==> src/hw/rtl/clb_pkg.sv <==
// ----------------------------------------------------------------------------
// clb_pkg
// Shared types and constants for the cell-list binning block.
// ----------------------------------------------------------------------------
package clb_pkg;

  // Field and register widths
  localparam int unsigned LEN_W   = 23;
  localparam int unsigned GRID_W  = 13;
  localparam int unsigned POS_W   = 24;
  localparam int unsigned ID_W    = 16;
  localparam int unsigned CFG_W   = 3;
  localparam int unsigned STAT_W  = 3;
  localparam int unsigned CELL_W  = 12;
  localparam int unsigned SLOT_W  = 6;

  // Doubled-scale datapath widths
  localparam int unsigned CMP_W   = 27;  // signed compare width
  localparam int unsigned DIV_W   = 24;  // numerator, divisor and quotient
  localparam int unsigned QS_W    = 25;  // signed quotient
  localparam int unsigned MA_W    = 38;  // signed multiplicand
  localparam int unsigned MP_W    = 51;  // signed product
  localparam int unsigned SUM_W   = 52;  // signed linear cell

  // Membrane tolerance at doubled scale
  localparam int MEMB_TOL2 = 52;

  // Register indexes
  localparam logic [CFG_W-1:0] REG_BOX_X  = 3'd0;
  localparam logic [CFG_W-1:0] REG_BOX_Y  = 3'd1;
  localparam logic [CFG_W-1:0] REG_BOX_Z  = 3'd2;
  localparam logic [CFG_W-1:0] REG_CELL_X = 3'd3;
  localparam logic [CFG_W-1:0] REG_CELL_Y = 3'd4;
  localparam logic [CFG_W-1:0] REG_CELL_Z = 3'd5;
  localparam logic [CFG_W-1:0] REG_ROW    = 3'd6;
  localparam logic [CFG_W-1:0] REG_PLANE  = 3'd7;

  // Operation codes
  localparam logic OP_CLEAR = 1'b0;
  localparam logic OP_BIN   = 1'b1;

  // Result status codes
  localparam logic [STAT_W-1:0] ST_OK         = 3'd0;
  localparam logic [STAT_W-1:0] ST_OFF_MEMB   = 3'd1;
  localparam logic [STAT_W-1:0] ST_OUT_Z      = 3'd2;
  localparam logic [STAT_W-1:0] ST_OUT_Y      = 3'd3;
  localparam logic [STAT_W-1:0] ST_OUT_X      = 3'd4;
  localparam logic [STAT_W-1:0] ST_CELL_RANGE = 3'd5;
  localparam logic [STAT_W-1:0] ST_CELL_FULL  = 3'd6;

  // Sequencer states
  typedef enum logic [3:0] {
    S_INIT,
    S_IDLE,
    S_CHECK,
    S_DIV_GO,
    S_DIV_WAIT,
    S_MUL_GO,
    S_MUL_WAIT,
    S_SUM,
    S_RANGE,
    S_READ,
    S_UPDATE,
    S_CLEAR,
    S_DONE
  } state_t;

  // Status returned by a serial unit
  typedef struct packed {
    logic busy;
    logic done;
  } unit_stat_t;

  // Control of the count memory
  typedef struct packed {
    logic rd_en;
    logic wr_en;
  } mem_ctrl_t;

endpackage

==> src/hw/rtl/clb_serial_mul.sv <==
// ----------------------------------------------------------------------------
// clb_serial_mul
// Shift-add multiplier: signed multiplicand, unsigned multiplier, one
// multiplier bit per cycle.
// ----------------------------------------------------------------------------
module clb_serial_mul (
  input  logic                              clk,
  input  logic                              rst,
  input  logic                              start,
  input  logic signed [clb_pkg::MA_W-1:0]   a,
  input  logic [clb_pkg::GRID_W-1:0]        b,
  output logic signed [clb_pkg::MP_W-1:0]   prod,
  output clb_pkg::unit_stat_t               stat
);

  localparam int unsigned BW = clb_pkg::GRID_W;
  localparam int unsigned PW = clb_pkg::MP_W;
  localparam int unsigned AW = clb_pkg::MA_W;
  localparam int unsigned CW = $clog2(BW + 1);

  logic signed [PW-1:0] acc;
  logic signed [PW-1:0] a_sh;
  logic [BW-1:0]        b_sh;
  logic [CW-1:0]        cnt;
  logic                 busy;
  logic                 done;

  always_ff @(posedge clk) begin
    if (rst) begin
      busy <= 1'b0;
      done <= 1'b0;
      cnt  <= '0;
    end else begin
      done <= 1'b0;
      if (start) begin
        busy <= 1'b1;
        cnt  <= CW'(BW);
      end else if (busy) begin
        cnt <= cnt - 1'b1;
        if (cnt == CW'(1)) begin
          busy <= 1'b0;
          done <= 1'b1;
        end
      end
    end
  end

  // Add the shifted multiplicand for each set multiplier bit
  always_ff @(posedge clk) begin
    if (start) begin
      acc  <= '0;
      a_sh <= {{(PW-AW){a[AW-1]}}, a};
      b_sh <= b;
    end else if (busy) begin
      if (b_sh[0]) begin
        acc <= acc + a_sh;
      end
      a_sh <= {a_sh[PW-2:0], 1'b0};
      b_sh <= {1'b0, b_sh[BW-1:1]};
    end
  end

  assign prod      = acc;
  assign stat.busy = busy;
  assign stat.done = done;

endmodule

==> config.mk <==
export PLATFORM = sky130hd
export DESIGN_NAME = clb_serial_mul
export DESIGN_NICKNAME = d
export VERILOG_FILES = /design/src/hw/rtl/clb_pkg.sv /design/src/hw/rtl/clb_serial_mul.sv
export SDC_FILE = /design/constraint.sdc
export NUM_CORES = 1
export LEC_CHECK = 0
export ABC_AREA = 1
export BUFFER_PORTS_ARGS = -buffer_cell sky130_fd_sc_hd__buf_2
export CORE_MARGIN = 2
export CORE_UTILIZATION = 30
export CTS_CLUSTER_DIAMETER = 40
export DETAILED_ROUTE_END_ITERATION = 7
export SLEW_MARGIN = 25
export SYNTH_ARGS = -nofsm -noshare
export SYNTH_HDL_FRONTEND = slang
export SYNTH_SLANG_ARGS = --single-unit
==> constraint.sdc <==
create_clock -name clk -period 2.8 [get_ports clk]
set_input_delay 0.56 -clock clk [delete_from_list [all_inputs] [get_ports clk]]
set_output_delay 0.56 -clock clk [all_outputs]
set_load 0.01 [all_outputs]
After elaboration in Yosys (flattened, before gate mapping):

Index checks and enable logic that the tools add are counted.

* input bits: 54
* bits in latches: 0
* register bits after elaboration: 121
* output and inout bits: 53
* memories: 0
* ROM bits: 0
* memory bits (writable): 0

* $add $sub $neg: 2
* $mul: 0
* order comparisons: 0
* reduce and logical (&&, ||, !) cells: 4
* bitwise logic cells: 1
* equality and inequality tests: 1
* shift operators: 0
* divide/modulo/power cells: 0
* multiplexer cells: 10

Operator list (count)
* 51-bit two-way mux: 2
* 51-bit adder: 1
* 13-bit two-way mux: 2
* 4-bit two-way mux: 2
* 4-bit by 1-bit equality test with 1-bit output (second input constant): 1
* 1-bit two-way mux: 4
* 4-bit by 1-bit subtractor with 4-bit output (second input constant): 1
* 3-bit OR reduction: 1
* 2-bit AND reduction: 1
* 2-bit nonzero test: 1
* 2-bit OR reduction: 1
* 1-bit inverter: 1

Logic depth before layout (Yosys ltp):

* depth after elaboration: 4
* depth in mapped cells: 15
* gate-level depth less buffers: 15

Worst setup path before layout:

OpenSTA, ideal clock, no wires.

* path kind: input -> register
* start: input port start
* end: register a_sh[0], enable pin
* path slack: 0.093 ns
* required time: 2.376 ns
* cell stages on the path: 3
* buffers on the path: 1
* arrival: 2.283 ns
* cell sequence: clkbuf_1 > inv_2 > nand2_1

* cells in the longest elaborated chain, start to end: 1

Ends and longest elaborated chain
* from (decl): RTL line clb_serial_mul.sv:9 `input logic start,`
* 2-bit nonzero test (no source line)
* to (signal assigned): RTL line clb_serial_mul.sv:52 `a_sh <= {{(PW-AW){a[AW-1]}}, a};`
* to (signal assigned): RTL line clb_serial_mul.sv:58 `a_sh <= {a_sh[PW-2:0], 1'b0};`
* to (decl): RTL line clb_serial_mul.sv:22 `logic signed [PW-1:0] a_sh;`

No other way between the ends.
A chain may end at the register's enable or synchronous reset.

Worst setup path after layout:

* start: register acc[0], in the netlist prod[0]
* end: register acc[32], in the netlist prod[32]

* cells in the longest elaborated chain, start to end: 1

Ends and longest elaborated chain
* from (decl): RTL line clb_serial_mul.sv:21 `logic signed [PW-1:0] acc;`
* from (signal assigned): RTL line clb_serial_mul.sv:56 `acc <= acc + a_sh;`
* 51-bit adder: RTL line clb_serial_mul.sv:56

No other way between the ends.

==> out/results.txt <==
Outcome: finished clean
Clk pwr share: 37.5%
Synthesis-stage register bit count: 121
Area grow syn2layout: 17.1%
Slowest cell on crit path: fa_1
H-tree depth: 4
Critical-path cell list: ha_1 > inv_1 > fa_1 > nor2_1 > o21ai_1 > nand2_1 > nand2_1 > nand2_1 > nand2_1 > nand2_1 > xnor2_1 > nand2_1 > nand2_1 > inv_1
Synth Net Count: 1,596
CP bufs+invs: 2
Fin crit period: 2.55 ns
Pins Over Slew Limit: 0
Crit path max fanout: 4
Nature of the critical path endpoint: flop
Fraction of layout cells with a size suffix above 1: 12.5%
Fmax: 391 MHz
Row cnt: 64
Post-detail-place hpwl: 24,300 microns
Post-synthesis sequential area ratio: 33.1%
Worst slew pin tran: 0.562 ns
Post-CTS Resized: 0
CTS sink cnt: 121
Clock Tree Root: clkbuf_16
IO Count: 107
Clock skew: 0.0125 ns
PwrDens: 554 nW/um^2
Psw: 2.17 mW
Clock transition at path regs: 0.07 ns
CTS max path bufs: 2
Postcts setup bufs: 0
Comb power frac: 26.1%
Final setup viols: 0
GPL Wtd Cong: 0.952
Post-CTS Hold Buffers: 0
Syn Inst Count: 1,489
First-pass GRT wire length: 48,700 microns
CP most frequent cell: nand2_1
Worst Path Class, Setup: reg2reg
Sw Ratio: 36.1%
Pin count of the biggest net entering global routing: 59
Initial antenna violation count: 0
Die area: 32,300 sq um
Chip height: 180 microns
TNS Setup: 0 ns
Fin crit share: 91.2%
Commonest non-fill, non-tap cell in the layout: nand2_1
Core area: 30,500 sq um
DRT iter0 DRCs: 650
Cell family with most CP delay: simple AND/OR/NAND/NOR gates
# port buffers: 106
Seq pwr share: 36.3%
Count of TritonRoute iterations in the first routing pass: 7
Min-Delay Path Class: in2reg
Routed wire length: 30,700 microns
Mean post-synth cell area: 6.22 sq um
Total grt overflow: 0
Distinct cells, synth: 38
Internal: 3.84 mW
Worst-Skew Late Latency: 0.44 ns
Via-to-Cell Ratio: 4.53
Max incr delay on CP: 0.45 ns
Peak supply drop: 0.309 mV
Max-cap viol count: 0
Multi-input logic area: 5020 sq um
TritonCTS buffer count: 17
Total GRT Usage: 19.3%
Initial Util: 30.3%
Synth Cell Area: 9260 sq um
CP required: 3.14 ns
Die Width: 180 microns
Worst rel slew slack: 62.5%
CTS tree: done
# DRC: 0
LEAKAGE: 6.16 nW
Crit start category: flop
RSZ-0062 raised after global routing: false
Wire per inst: 15.3 microns
Commonest cells after routing, fill and taps aside: nand2_1 (583), inv_1 (264), nor2_1 (163)
Vias in the first global route: 8,870
Diodes inserted: 0
Ys Warns: 0
Total Power: 6.01 mW
WP data arrival: 2.90 ns
Fillcell total: 3,410
Via count: 9,074
Final Hold Viols: 0
Nets: 1,702
Reg2Reg Setup Slack: 0.25 ns
Detail Route Antenna Nets: 0
Reg area: 3060 sq um
cells in the mapped netlist:
| library cell | n | share of area (%) |
|---|---|---|
| nand2_1 | 584 | 24 |
| inv_1 | 264 | 11 |
| nor2_1 | 163 | 6.6 |
| nand3_1 | 67 | 3.6 |
| edfxtp_1 | 64 | 21 |
| dfxtp_1 | 57 | 12 |
| ha_1 | 52 | 7.0 |
| a21oi_1 | 45 | 2.4 |
| o21ai_0 | 35 | 1.9 |
| xor2_1 | 24 | 2.3 |
| clkbuf_1 | 22 | 0.89 |
| nor2_2 | 17 | 1.1 |
| inv_2 | 13 | 0.53 |
| nand4_1 | 12 | 0.81 |
| nand2_2 | 10 | 0.68 |
| nor3_1 | 8 | 0.43 |
| o21bai_1 | 8 | 0.65 |
| o21ai_1 | 5 | 0.27 |
| buf_1 | 4 | 0.16 |
| buf_4 | 4 | 0.32 |
| nor3_2 | 4 | 0.43 |
| a31oi_1 | 3 | 0.20 |
| and2_1 | 3 | 0.20 |
| xnor2_1 | 3 | 0.28 |
| nand3_2 | 2 | 0.22 |
| nand3b_1 | 2 | 0.16 |
| nor2_4 | 2 | 0.24 |
| nor4_1 | 2 | 0.14 |
| a211oi_1 | 1 | 0.081 |
| a21boi_0 | 1 | 0.081 |
| a21o_1 | 1 | 0.081 |
| a31o_2 | 1 | 0.095 |
| and3_1 | 1 | 0.068 |
| buf_2 | 1 | 0.054 |
| fa_1 | 1 | 0.22 |
| o211ai_1 | 1 | 0.081 |
| or2_1 | 1 | 0.068 |
| or2_2 | 1 | 0.068 |
logic make-up after synthesis:
logic type      after synthesis  share of synthesized area, %
xor+xnor                     27                          2.55
fa+ha+maj                    53                          7.25
compound gates              101                          5.87
simple gates                879                          38.6
flops                       121                          33.1
buf+inv                     308                          12.7
area by class of cell:
type / instances / share of cell area (%)
Clock inverter: 15 / 1.43
Multi-Input combinational cell: 1060 / 46.4
Inverter: 277 / 9.59
Tap cell: 396 / 4.57
Clock buffer: 17 / 3.93
Sequential cell: 121 / 28.3
Timing Repair Buffer: 118 / 5.86
flip-flops by register name, summed over array words and instances, names as in the netlist:
name	flops
done	1
b_sh	13
prod	51
busy	1
cnt	4
a_sh	51
metal layers:
layer  part of all wire (%)  wire length (microns)  track usage (%)  vias to the layer above
li1                       -                      -                -                     4763
met1                     51                  15600             27.7                     4073
met2                     43                  13200             30.2                      212
met3                    4.3                   1320             2.98                       26
met4                    1.6                    494             5.01                        0
met5                      0                      0                0                        -
power groups by stage:
| stage | Sequential [mW] | Clock [mW] | Combinational, mW |
|---|---|---|---|
| detailed placement | 2.22 | 0 | 1.56 |
| global placement | 2.22 | 0 | 1.56 |
| global route | 2.20 | 2.37 | 1.78 |
| finish | 2.18 | 2.25 | 1.57 |
| CTS | 2.18 | 2.30 | 1.57 |
| floorplan | 2.21 | 0 | 1.06 |
stage by stage:
stage,area [sq um],util (%),hold WS (ns),std cells,setup slack (ns)
global placement,10300,33.6,0.456,1972,0.193
global route,10800,35.5,0.301,2004,0.0182
detailed placement,10300,33.6,0.468,1972,0.266
CTS,10800,35.5,0.290,2004,0.227
finish,10800,35.5,0.295,2004,0.245
floorplan,9260,-,0.442,1489,0.0925
worst paths after layout:
path | from | end | depth (start not counted)
hold / removal | rst | cnt[3] | 2
hold reg to reg | cnt[3] | cnt[3] | 2
setup / recovery | prod[0] | prod[32] | 14
setup reg to reg | prod[0] | prod[32] | 14
No activity file was read; power rests on OpenSTA's default activity.
