===== src/hw/rtl/clb_pkg.sv =====
// ----------------------------------------------------------------------------
// clb_pkg
// Shared types and constants for the cell-list binning block.
// ----------------------------------------------------------------------------
package clb_pkg;

  // Field and register widths
  localparam int unsigned LEN_W   = 23;
  localparam int unsigned GRID_W  = 13;
  localparam int unsigned POS_W   = 24;
  localparam int unsigned ID_W    = 16;
  localparam int unsigned CFG_W   = 3;
  localparam int unsigned STAT_W  = 3;
  localparam int unsigned CELL_W  = 12;
  localparam int unsigned SLOT_W  = 6;

  // Doubled-scale datapath widths
  localparam int unsigned CMP_W   = 27;  // signed compare width
  localparam int unsigned DIV_W   = 24;  // numerator, divisor and quotient
  localparam int unsigned QS_W    = 25;  // signed quotient
  localparam int unsigned MA_W    = 38;  // signed multiplicand
  localparam int unsigned MP_W    = 51;  // signed product
  localparam int unsigned SUM_W   = 52;  // signed linear cell

  // Membrane tolerance at doubled scale
  localparam int MEMB_TOL2 = 52;

  // Register indexes
  localparam logic [CFG_W-1:0] REG_BOX_X  = 3'd0;
  localparam logic [CFG_W-1:0] REG_BOX_Y  = 3'd1;
  localparam logic [CFG_W-1:0] REG_BOX_Z  = 3'd2;
  localparam logic [CFG_W-1:0] REG_CELL_X = 3'd3;
  localparam logic [CFG_W-1:0] REG_CELL_Y = 3'd4;
  localparam logic [CFG_W-1:0] REG_CELL_Z = 3'd5;
  localparam logic [CFG_W-1:0] REG_ROW    = 3'd6;
  localparam logic [CFG_W-1:0] REG_PLANE  = 3'd7;

  // Operation codes
  localparam logic OP_CLEAR = 1'b0;
  localparam logic OP_BIN   = 1'b1;

  // Result status codes
  localparam logic [STAT_W-1:0] ST_OK         = 3'd0;
  localparam logic [STAT_W-1:0] ST_OFF_MEMB   = 3'd1;
  localparam logic [STAT_W-1:0] ST_OUT_Z      = 3'd2;
  localparam logic [STAT_W-1:0] ST_OUT_Y      = 3'd3;
  localparam logic [STAT_W-1:0] ST_OUT_X      = 3'd4;
  localparam logic [STAT_W-1:0] ST_CELL_RANGE = 3'd5;
  localparam logic [STAT_W-1:0] ST_CELL_FULL  = 3'd6;

  // Sequencer states
  typedef enum logic [3:0] {
    S_INIT,
    S_IDLE,
    S_CHECK,
    S_DIV_GO,
    S_DIV_WAIT,
    S_MUL_GO,
    S_MUL_WAIT,
    S_SUM,
    S_RANGE,
    S_READ,
    S_UPDATE,
    S_CLEAR,
    S_DONE
  } state_t;

  // Status returned by a serial unit
  typedef struct packed {
    logic busy;
    logic done;
  } unit_stat_t;

  // Control of the count memory
  typedef struct packed {
    logic rd_en;
    logic wr_en;
  } mem_ctrl_t;

endpackage


===== src/hw/rtl/clb_serial_div.sv =====
// ----------------------------------------------------------------------------
// clb_serial_div
// Restoring divider, one quotient bit per cycle, unsigned operands.
// ----------------------------------------------------------------------------
module clb_serial_div (
  input  logic                        clk,
  input  logic                        rst,
  input  logic                        start,
  input  logic [clb_pkg::DIV_W-1:0]   num,
  input  logic [clb_pkg::DIV_W-1:0]   den,
  output logic [clb_pkg::DIV_W-1:0]   quot,
  output clb_pkg::unit_stat_t         stat
);

  localparam int unsigned W  = clb_pkg::DIV_W;
  localparam int unsigned CW = $clog2(W + 1);

  logic [W-1:0]  rem;
  logic [W-1:0]  nq;
  logic [W-1:0]  dvs;
  logic [CW-1:0] cnt;
  logic          busy;
  logic          done;
  logic [W:0]    rem_sh;
  logic [W:0]    diff;

  // Shift in the next numerator bit and try a subtract
  assign rem_sh = {rem, nq[W-1]};
  assign diff   = rem_sh - {1'b0, dvs};

  always_ff @(posedge clk) begin
    if (rst) begin
      busy <= 1'b0;
      done <= 1'b0;
      cnt  <= '0;
    end else begin
      done <= 1'b0;
      if (start) begin
        busy <= 1'b1;
        cnt  <= CW'(W);
      end else if (busy) begin
        cnt <= cnt - 1'b1;
        if (cnt == CW'(1)) begin
          busy <= 1'b0;
          done <= 1'b1;
        end
      end
    end
  end

  // Datapath: remainder and numerator/quotient shift register
  always_ff @(posedge clk) begin
    if (start) begin
      rem <= '0;
      nq  <= num;
      dvs <= den;
    end else if (busy) begin
      if (!diff[W]) begin
        rem <= diff[W-1:0];
        nq  <= {nq[W-2:0], 1'b1};
      end else begin
        rem <= rem_sh[W-1:0];
        nq  <= {nq[W-2:0], 1'b0};
      end
    end
  end

  assign quot      = nq;
  assign stat.busy = busy;
  assign stat.done = done;

endmodule


===== config.mk =====
export PLATFORM = sky130hd
export DESIGN_NAME = clb_serial_div
export DESIGN_NICKNAME = d
export VERILOG_FILES = /design/src/hw/rtl/clb_pkg.sv /design/src/hw/rtl/clb_serial_div.sv
export SDC_FILE = /design/constraint.sdc
export NUM_CORES = 1
export LEC_CHECK = 0
export ABC_AREA = 0
export BUFFER_PORTS_ARGS = -buffer_cell sky130_fd_sc_hd__buf_2
export CAP_MARGIN = 30
export CORE_MARGIN = 1.5
export CORE_UTILIZATION = 55
export DETAILED_ROUTE_END_ITERATION = 10
export PLACE_DENSITY = 0.76
export SKIP_LAST_GASP = 1
export SYNTH_ARGS = -nofsm -noshare
export SYNTH_HDL_FRONTEND = slang
export SYNTH_SLANG_ARGS = --single-unit

===== constraint.sdc =====
create_clock -name clk -period 3.6 [get_ports clk]
set_input_delay 0.72 -clock clk [delete_from_list [all_inputs] [get_ports clk]]
set_output_delay 0.72 -clock clk [all_outputs]
set_load 0.02 [all_outputs]

Word level (Yosys, flattened, before mapping):

Index checks and enable logic that the tools add are counted.

* add/sub/neg operators: 2
* eq/ne operators: 1
* multiplexer cells: 10
* bitwise logic cells: 1
* reductions and logical operators: 3

Operators by type and width (number)
* 2-to-1 mux 24 bit: 3
* subtractor 25 x 24 -> 25 bit: 1
* 2-to-1 mux 5 bit: 2
* equality test 5 x 1 -> 1 bit, second input constant: 1
* 2-to-1 mux 1 bit: 5
* subtractor 5 x 1 -> 5 bit, second input constant: 1
* OR reduction 3 bit: 1
* nonzero test 2 bit: 1
* OR reduction 2 bit: 1
* NOT 1 bit: 1

* bits in registers: 79
* bits of input ports: 51
* output and inout port bits: 26
* word-level logic and storage cells: 24

Depth between registers and ports, before layout:

Gate-level depths: netlist (run 1).

* depth after elaboration: 4
* mapped depth: 14
* depth with buffers taken out: 12

Worst setup path before layout (run 1):

Ideal clock, no wire load.

* path type: flip-flop to flip-flop
* from: reg nq[23] (netlist: quot[23])
* to: reg nq[0] (netlist: quot[0]), data pin
* setup time: 0.260 ns
* arrival: 2.663 ns
* required time: 3.340 ns
* slack: 0.677 ns
* stages on the path, launching flop included: 13
* path buffers: 2
* period minus slack after synthesis: 2.923 ns
* cells stage by stage: edfxtp_1 -> inv_1 -> ha_1 -> fa_1 -> nand2b_1 -> a21oi_1 -> o211ai_1 -> a211o_1 -> nand4_1 -> nand3_2 -> buf_6 -> buf_8 -> mux2_2

* word-level cells in the longest chain between the ends: 4

Ends and longest elaborated chain
* start, declared: RTL line clb_serial_div.sv:19 `logic [W-1:0] nq;`
* start signal, assigned: RTL line clb_serial_div.sv:55 `nq <= num;`
* start signal, assigned: RTL line clb_serial_div.sv:60 `nq <= {nq[W-2:0], 1'b1};`
* start signal, assigned: RTL line clb_serial_div.sv:63 `nq <= {nq[W-2:0], 1'b0};`
* subtractor 25 x 24 -> 25 bit: RTL line clb_serial_div.sv:29 `assign diff = rem_sh - {1'b0, dvs};`
* 2-to-1 mux 1 bit: RTL line clb_serial_div.sv:58 `if (!diff[W]) begin`
* 2-to-1 mux 24 bit: RTL line clb_serial_div.sv:57 `end else if (busy) begin`
* 2-to-1 mux 24 bit: RTL line clb_serial_div.sv:53 `if (start) begin`

Every way passes these cells. The select of a mux whose other input is x is not followed.
A chain may end at the register's enable or synchronous reset.

Worst setup path after layout (run 1):

* from: reg nq[23] (netlist: quot[23])
* to: reg rem[16]

* word-level cells in the longest chain between the ends: 2

Ends and longest elaborated chain
* subtractor 25 x 24 -> 25 bit: RTL line clb_serial_div.sv:29
* 2-to-1 mux 24 bit: RTL line clb_serial_div.sv:58
* end signal, assigned: RTL line clb_serial_div.sv:59 `rem <= diff[W-1:0];`
* end signal, assigned: RTL line clb_serial_div.sv:62 `rem <= rem_sh[W-1:0];`
* end, declared: RTL line clb_serial_div.sv:18 `logic [W-1:0] rem;`

Every way passes these cells.

==> flow_summary.yaml, run 1 <==
run_status:
  status: "finished, final reports clean"
drt:
  drt_first_pass_iters: 4
  viasPerCell: 5.56
  wl_per_cell_um: 14.4
  vias: 3287
  wirelength_um: 8530
  drc: 0
  drt_iter0_drc: 121
  ant_nets: 0
final_layout:
  area_growth_pct: 15.1
  fillers: 592
  instances_no_fill: 591
  stdcell_area_um2: 5080
  fin_nets: 562
  regArea_um2: 2060
  drive_above_1_share_pct: 27.0
  n_antenna_cell: 0
  final_core_util_pct: 65.7
  multi_input_area_um2: 2120
synthesis:
  ys_top_cells_by_area: "edfxtp_1 (33%), dfxtp_1 (14%), ha_1 (7.4%)"
  synth_top_area_share_pct: 32.7
  avgSynthCellArea_um2: 10.8
  synth.distinct_cells: 55
  syn_inst: 410
  async_flop_share_pct: 0
  ys_top_cells_by_count: "edfxtp_1 (48), inv_1 (34), nor2_1 (34)"
  ys_seq_area_share_pct: 46.7
  yosys_warnings: 0
  synth_flop_cell: "edfxtp_1"
  synth-edff-count: 48
  synth_most_common_cell: "edfxtp_1"
  synth_top_area_cell: "edfxtp_1"
  syn-num-nets: 488
  syn_area_um2: 4410
  synth-seq-cells: 79
power:
  clock_power_share_pct: 28.6
  p_leak_uw: 0.00221
  seqPwrFrac_pct: 44.2
  p_int_uw: 1750
  switching_share_pct: 30.3
  comb_power_share_pct: 27.1
  p_switching_uw: 760
  ir_drop_mv: 0.278
  powerDensity_nw_per_um2: 495
global_routing:
  antenna_found_initial: 0
  grt_max_degree: 35
  grt_pass1_vias: 3241
  grt_pass1_wl_um: 14200
  track_usage_pct: 21.0
  grt_overflow_total: 0
timing:
  setup_slack_ns: 0.590
  fin_crit_ns: 3.01
  relSlewSlack_pct: 42.4
  finalSetupTns_ns: 0
  fin_crit_sh_pct: 83.6
  worst_pin_slew_ns: 0.863
  finalHoldViolCount: 0
  setup_violations: 0
  rsz0062_at_grt: "no"
  fmax_mhz: 332
  fin_skew_ns: 0.0103
  slew_viol_final: 0
clocking:
  clock_tree.root_cell: "clkbuf_8"
  cts_tree: "yes"
  cts_resized: 0
  post-cts-setup-buffers: 0
  clkTransAtPathRegs_ns: 0.08
  postCtsHoldBufs: 0
  cts_sinks: 79
  ctsHtreeMaxLevel: 3
  clk_latency_ns: 0.35
  clock_path_buffers: 2
  cts_buffers: 9
setup_path:
  start_kind: "register"
  cp_max_fo: 17
  critPathCaptureType: "register"
  slowest_stage: "fa_1"
  cp_slowest_stage_delay_ns: 0.40
  cp.required_ns: 3.82
  crit_type: "reg -> reg"
  worst_ep_arrival_time_ns: 3.23
  cp_cell_sequence: "inv_1 -> ha_1 -> fa_1 -> nand2b_1 -> a21oi_1 -> o211ai_1 -> a211o_1 -> a21o_1 -> nand3_2 -> buf_4 -> nor2b_1 -> a31oi_1 -> a211oi_2"
floorplan:
  fp.dieH_um: 92.6
  rows: 32
  die_w_um: 92.6
  ios: 77
  initial_core_util_pct: 57.1
  fp.coreArea_um2: 7730
  dieArea_um2: 8570
placement:
  pre_cts_slack_ns: 0.624
  post_dp_cell_area_um2: 4860
  place_inst: 575
  place.gp.congestion: 0.928
  hpwl_um: 6250
  io_buffers: 76
flow_run:
  drv_cap: 0
min_path:
  hold_class: "reg -> reg"
-- through the flow --
step	power, uW	hold slack, ns
after detailed placement	1810	0.493
after global placement	1790	0.484
final	2510	0.500
after floorplan	1660	0.463
after CTS	2530	0.505
after global routing	2650	0.513
-- area by class of cell --
type	instances	share of cell area, %
multi-input combinational	278	41.7
inverter	34	2.51
tap	102	2.51
timing repair buffer	82	8.38
clock buffer	9	2.44
sequential	79	40.6
clock inverter	7	1.85
-- final timing paths --
path / slack, ns / end / cells after the start / startpoint
min reg2reg: 0.50 / rem[8]$_SDFFE_PP0P_ / 2 / rem[8]$_SDFFE_PP0P_
max: 0.59 / rem[16]$_SDFFE_PP0P_ / 13 / quot[23]$_DFFE_PP_
min: 0.50 / rem[8]$_SDFFE_PP0P_ / 2 / rem[8]$_SDFFE_PP0P_
max reg2reg: 0.59 / rem[16]$_SDFFE_PP0P_ / 13 / quot[23]$_DFFE_PP_
-- cells in the final DEF, fill, tap and decap left out, types with 18 or more instances in the layout --
cell      Yosys  layout
inv_1        34      34
edfxtp_1     48      48
mux2_2       24      24
ha_1         26      26
nand2_1      18      18
a21oi_1      20      20
nor2_1       34      34
dfxtp_1      31      31
buf_2         0      76
xnor2_1      18      18
-- critical path: cells and delay by family (launching register included) --
| family | cells | cell delay [ns] |
|---|---|---|
| simple gates | 3 | 0.46 |
| flops | 1 | 0.35 |
| compound gates | 6 | 1.09 |
| buf+inv | 2 | 0.36 |
| fa+ha+maj | 2 | 0.62 |
-- cell families (layout without fill, tap and decap cells) --
group | after synthesis | after routing | synth area share, %
AOI/OAI and AO/OA | 93 | 93 | 14.8
DFF | 79 | 79 | 46.7
buffers and inverters | 53 | 132 | 5.30
and+or+nand+nor | 94 | 94 | 10.8
xor gates and xnor gates | 23 | 23 | 4.56
muxes | 41 | 41 | 9.98
adders and majority gates | 27 | 27 | 7.83
-- per-layer routing --
layer | global-route usage (%) | up-vias | wire [um] | share of wire [%]
li1 | - | 1637 | - | -
met4 | 7.82 | 0 | 131 | 1.5
met1 | 27.0 | 1557 | 3990 | 47
met5 | 0 | - | 0 | 0
met3 | 5.01 | 12 | 382 | 4.5
met2 | 34.3 | 81 | 4030 | 47
-- power groups by stage --
stage	Sequential, uW	Combinational [uW]	Clock, uW
3_3_place_gp	1130	660	0
6_report	1110	682	719
3_5_place_dp	1130	676	0
5_1_grt	1120	750	773
2_1_floorplan	1150	504	0
4_1_cts	1110	679	741
-- flip-flops by register name, indices dropped and copies added (netlist names) --
name / flops
busy: 1
dvs: 24
quot: 24
rem: 24
done: 1
cnt: 5
No activity file was read; power rests on OpenSTA's default activity.
==> run 2, diff against run 1 <==
==> constraint.sdc (replaced) <==
create_clock -name clk -period 2.9 [get_ports clk]
set_input_delay 0.58 -clock clk [delete_from_list [all_inputs] [get_ports clk]]
set_output_delay 0.58 -clock clk [all_outputs]
set_load 0.02 [all_outputs]
==> flow_summary.yaml, run 2 (synthesis results as in run 1) <==
timing:
  slew_viol_final: 0
  rsz0062_at_grt: "yes"
  fin_crit_ns: 2.80
  setup_slack_ns: 0.102
  holdWs_ns: 0.390
  fin_skew_ns: 0.00796
  worst_pin_slew_ns: 0.596
  fmax_mhz: 357
  finalHoldViolCount: 0
  relSlewSlack_pct: 59.3
  fin_crit_sh_pct: 96.5
  setup_violations: 0
  finalSetupTns_ns: 0
setup_path:
  cp.required_ns: 3.18
  worstRegToRegCells: 13
  r2r_setup_slack_ns: 0.10
  critPathCapture: "rem[6]$_SDFFE_PP0P_"
  crit_path_start: "quot[23]$_DFFE_PP_"
  crit_type: "reg -> reg"
  start_kind: "register"
  r2r-start: "quot[23]$_DFFE_PP_"
  critPathCaptureType: "register"
  cp_max_fo: 8
  worst_ep_arrival_time_ns: 3.07
  worstReg2RegEnd: "rem[6]$_SDFFE_PP0P_"
clocking:
  clock_tree.root_cell: "clkbuf_8"
  cts_sinks: 79
  clk_latency_ns: 0.36
  clock_path_buffers: 2
  postCtsHoldBufs: 0
  clkTransAtPathRegs_ns: 0.09
  cts_buffers: 9
  cts_tree: "yes"
  ctsHtreeMaxLevel: 3
final_layout:
  stdcell_area_um2: 5240
  fin_nets: 569
  n_antenna_cell: 0
  layout_common_cells: "buf_2 (76), edfxtp_1 (48), inv_1 (34), nor2_1 (34), dfxtp_1 (31)"
  area_growth_pct: 18.8
  final_common_cell: "buf_2"
  drive_above_1_share_pct: 30.6
min_path:
  hold_class: "in -> reg"
placement:
  pre_cts_slack_ns: 0.122
  io_buffers: 76
  post_dp_cell_area_um2: 4880
  hpwl_um: 6370
  place.gp.congestion: 0.937
drt:
  ant_nets: 0
  wl_per_cell_um: 15.6
  wirelength_um: 9340
  vias: 3337
  drc: 0
  drt_first_pass_iters: 4
  viasPerCell: 5.58
  drt_iter0_drc: 158
floorplan:
  initial_core_util_pct: 57.1
  dieArea_um2: 8570
  rows: 32
  die_w_um: 92.6
  fp.dieH_um: 92.6
  ios: 77
  fp.coreArea_um2: 7730
global_routing:
  grt_overflow_total: 0
  track_usage_pct: 22.4
  grt_max_degree: 58
  antenna_found_initial: 0
  grt_pass1_vias: 3235
  grt_pass1_wl_um: 15100
flow_run:
  drv_cap: 0
power:
  p_leak_uw: 0.00226
  ir_drop_mv: 0.334
  powerDensity_nw_per_um2: 624
run_status:
  status: "finished, final reports clean"
## run 2: cell count changes in the layout (fill, tap and decap cells not counted), sizes merged
| cell | before | now |
|---|---|---|
| buf | 82 | 88 |
| clkinv | 2 | 1 |
| inv | 36 | 37 |
| clkbuf | 9 | 10 |
## run 2: what timing repair did
action                     4_1_cts  5_1_grt
setup endpoints to repair        0       24
resized for setup                0       16
buffers inserted                 0        5
## run 2: routing by layer
metal | routed length [um] | GRT usage [%] | vias up
met5 | 0 | 0 | -
met4 | 187 | 10.9 | 0
li1 | - | - | 1655
met3 | 432 | 4.52 | 17
met2 | 4550 | 35.9 | 82
met1 | 4170 | 28.8 | 1583
## run 2: area by class of cell
class	instances	area (um^2)
multi-input combinational	278	2180
inverter	34	128
clock inverter	7	103
tap	102	128
clock buffer	9	124
sequential	79	2060
fill	580	2490
timing repair buffer	89	515
## run 2: worst min path at each step
stage / slack [ns] / to / start / depth (start not counted)
detailed placement: 0.50 / rem[6]$_SDFFE_PP0P_ / rem[6]$_SDFFE_PP0P_ / 2
finish: 0.39 / dvs[22]$_DFFE_PP_ / den[22] / 1
floorplan: 0.46 / rem[8]$_SDFFE_PP0P_ / rem[8]$_SDFFE_PP0P_ / 2
CTS: 0.38 / dvs[12]$_DFFE_PP_ / den[12] / 1
global placement: 0.48 / rem[8]$_SDFFE_PP0P_ / rem[8]$_SDFFE_PP0P_ / 2
global route: 0.37 / dvs[8]$_DFFE_PP_ / den[8] / 1
## run 2: through the flow
step | util [%] | power (uW) | instances
final | 67.8 | 3270 | 598
after global routing | 67.8 | 3420 | 598
after CTS | 66.1 | 3210 | 592
after detailed placement | 63.2 | 2270 | 576
after global placement | 63.2 | 2240 | 576
after floorplan | - | 2060 | 410
## run 2: power breakdown
| part | internal [uW] | switching, uW | total (uW) | leakage [uW] |
|---|---|---|---|---|
| registers | 1310 | 62.8 | 1370 | 0.000732 |
| clock network | 495 | 445 | 940 | 0.000111 |
| logic | 437 | 518 | 955 | 0.00142 |
| total | 2240 | 1030 | 3270 | 0.00226 |
## run 2: critical path, stage by stage (launching register included)
cell	delay, ns
edfxtp_1	0.35
inv_1	0.06
ha_2	0.19
fa_2	0.39
nand2b_4	0.16
a21oi_4	0.15
o211ai_1	0.12
a211o_1	0.34
nand4_1	0.17
nand3_4	0.14
buf_8	0.17
buf_4	0.13
mux2i_1	0.11
a211oi_1	0.22
==> run 3, diff against run 2 <==
==> constraint.sdc (replaced) <==
create_clock -name clk -period 2.9 [get_ports clk]
set_input_delay 0.435 -clock clk [delete_from_list [all_inputs] [get_ports clk]]
set_output_delay 0.435 -clock clk [all_outputs]
set_load 0.02 [all_outputs]
==> flow_summary.yaml, run 3 (synthesis results as in run 1) <==
power:
  switching_share_pct: 30.9
  p_leak_uw: 0.00224
  p_int_uw: 2210
  comb_power_share_pct: 27.8
  ir_drop_mv: 0.472
  seqPwrFrac_pct: 42.9
  powerDensity_nw_per_um2: 623
  clock_power_share_pct: 29.3
  p_switching_uw: 988
timing:
  fin_crit_ns: 2.80
  setup_violations: 0
  fmax_mhz: 357
  fin_skew_ns: 0.00762
  fin_crit_sh_pct: 96.5
  relSlewSlack_pct: 58.3
  worst_pin_slew_ns: 0.626
  rsz0062_at_grt: "yes"
  setup_slack_ns: 0.102
  slew_viol_final: 0
  finalHoldViolCount: 0
setup_path:
  crit_type: "reg -> reg"
  critPathCaptureType: "register"
  r2r_setup_slack_ns: 0.10
  crit_path_start: "quot[23]$_DFFE_PP_"
  worstRegToRegCells: 12
  worstReg2RegEnd: "rem[14]$_SDFFE_PP0P_"
  cp.required_ns: 3.17
  r2r-start: "quot[23]$_DFFE_PP_"
  worst_ep_arrival_time_ns: 3.07
  start_kind: "register"
  cp_max_fo: 17
clocking:
  clock_tree.root_cell: "clkbuf_8"
  ctsHtreeMaxLevel: 3
  clkTransAtPathRegs_ns: 0.09
  clk_latency_ns: 0.36
  clock_path_buffers: 2
  post-cts-setup-buffers: 0
  cts_tree: "yes"
  cts_buffers: 9
  cts_sinks: 79
run_status:
  status: "finished, final reports clean"
min_path:
  holdPathStages: 1
  min-delay-start: "den[4]"
  hold_class: "in -> reg"
  hold_end: "dvs[4]$_DFFE_PP_"
global_routing:
  grt_overflow_total: 0
  grt_pass1_wl_um: 14800
  grt_pass1_vias: 3267
  antenna_found_initial: 0
  track_usage_pct: 21.7
  grt_max_degree: 31
final_layout:
  final_common_cell: "buf_2"
  layout_common_cells: "buf_2 (76), edfxtp_1 (48), inv_1 (34), nor2_1 (34), dfxtp_1 (31)"
  drive_above_1_share_pct: 27.8
  n_antenna_cell: 0
  fin_nets: 563
  instances_no_fill: 592
  area_growth_pct: 16.4
  fillers: 595
drt:
  wl_per_cell_um: 14.9
  vias: 3281
  ant_nets: 0
  wirelength_um: 8820
  drc: 0
  viasPerCell: 5.54
  drt_iter0_drc: 127
  drt_first_pass_iters: 4
flow_run:
  drv_cap: 0
floorplan:
  dieArea_um2: 8570
  ios: 77
  fp.coreArea_um2: 7730
  initial_core_util_pct: 57.1
  die_w_um: 92.6
  fp.dieH_um: 92.6
  rows: 32
placement:
  hpwl_um: 6430
  place_inst: 576
  pre_cts_slack_ns: 0.0737
  place.gp.congestion: 0.905
  io_buffers: 76
==> run 3: changes by cell type in the layout (fill, tap and decap cells not counted), moves of 2 or more <==
cell / delta
ha_1: +2
a31oi_2: -2
ha_2: -2
buf_4: -5
a31oi_1: +2
o21ai_1: +2
==> run 3: area by class of cell <==
cell class | instances | area, um^2 | share of cell area, %
Clock inverter | 7 | 103 | 2.00
Clock buffer | 9 | 124 | 2.41
Timing Repair Buffer | 83 | 458 | 8.91
Inverter | 34 | 128 | 2.48
Tap cell | 102 | 128 | 2.48
Sequential cell | 79 | 2060 | 40.1
Multi-Input combinational cell | 278 | 2140 | 41.6
==> run 3: metrics by stage <==
stage | hold slack [ns] | utilization [%] | setup TNS, ns | total power (uW) | cell area (um^2)
2_1_floorplan | 0.463 | - | 0 | 2060 | 4420
3_3_place_gp | 0.481 | 63.4 | 0 | 2250 | 4900
3_5_place_dp | 0.489 | 63.4 | 0 | 2270 | 4900
4_1_cts | 0.234 | 66.3 | 0 | 3220 | 5120
5_1_grt | 0.231 | 66.5 | -0.151 | 3370 | 5140
6_report | 0.248 | 66.5 | 0 | 3200 | 5140
==> run 3: worst max-delay path by stage <==
stage,to,slack [ns]
2_1_floorplan,quot[0]$_DFFE_PP_,0.02
3_3_place_gp,quot[0]$_DFFE_PP_,0.18
3_5_place_dp,rem[14]$_SDFFE_PP0P_,0.07
4_1_cts,rem[14]$_SDFFE_PP0P_,0.04
5_1_grt,rem[14]$_SDFFE_PP0P_,-0.04
6_report,rem[14]$_SDFFE_PP0P_,0.10
==> run 3: critical path, stage by stage, from the launching register on <==
cell and delay, ns:
edfxtp_1 0.35, inv_1 0.06, ha_1 0.22, fa_1 0.41, nand2b_4 0.16, a21oi_2 0.15, o211ai_1 0.14, a211o_1 0.30
nand4_1 0.17, nand3_4 0.13, buf_12 0.18, and3_1 0.18, nor4_2 0.25
==> run 3: repair_timing <==
item,in CTS,in global routing
resized for setup,0,4
hold buffers,0,0
setup endpoints to repair,0,23
==> run 3: power groups by stage <==
stage | registers (uW) | clock network [uW] | logic (uW)
floorplan | 1430 | 0 | 627
global placement | 1390 | 0 | 852
detailed placement | 1400 | 0 | 875
CTS | 1370 | 961 | 880
global route | 1390 | 1000 | 977
finish | 1370 | 939 | 889
==> run 3: layer usage <==
layer / global-route usage, % / share of wire, %
met1: 28.4 / 46
met2: 36.3 / 49
met3: 3.86 / 4.2
met4: 7.31 / 1.4
met5: 0 / 0
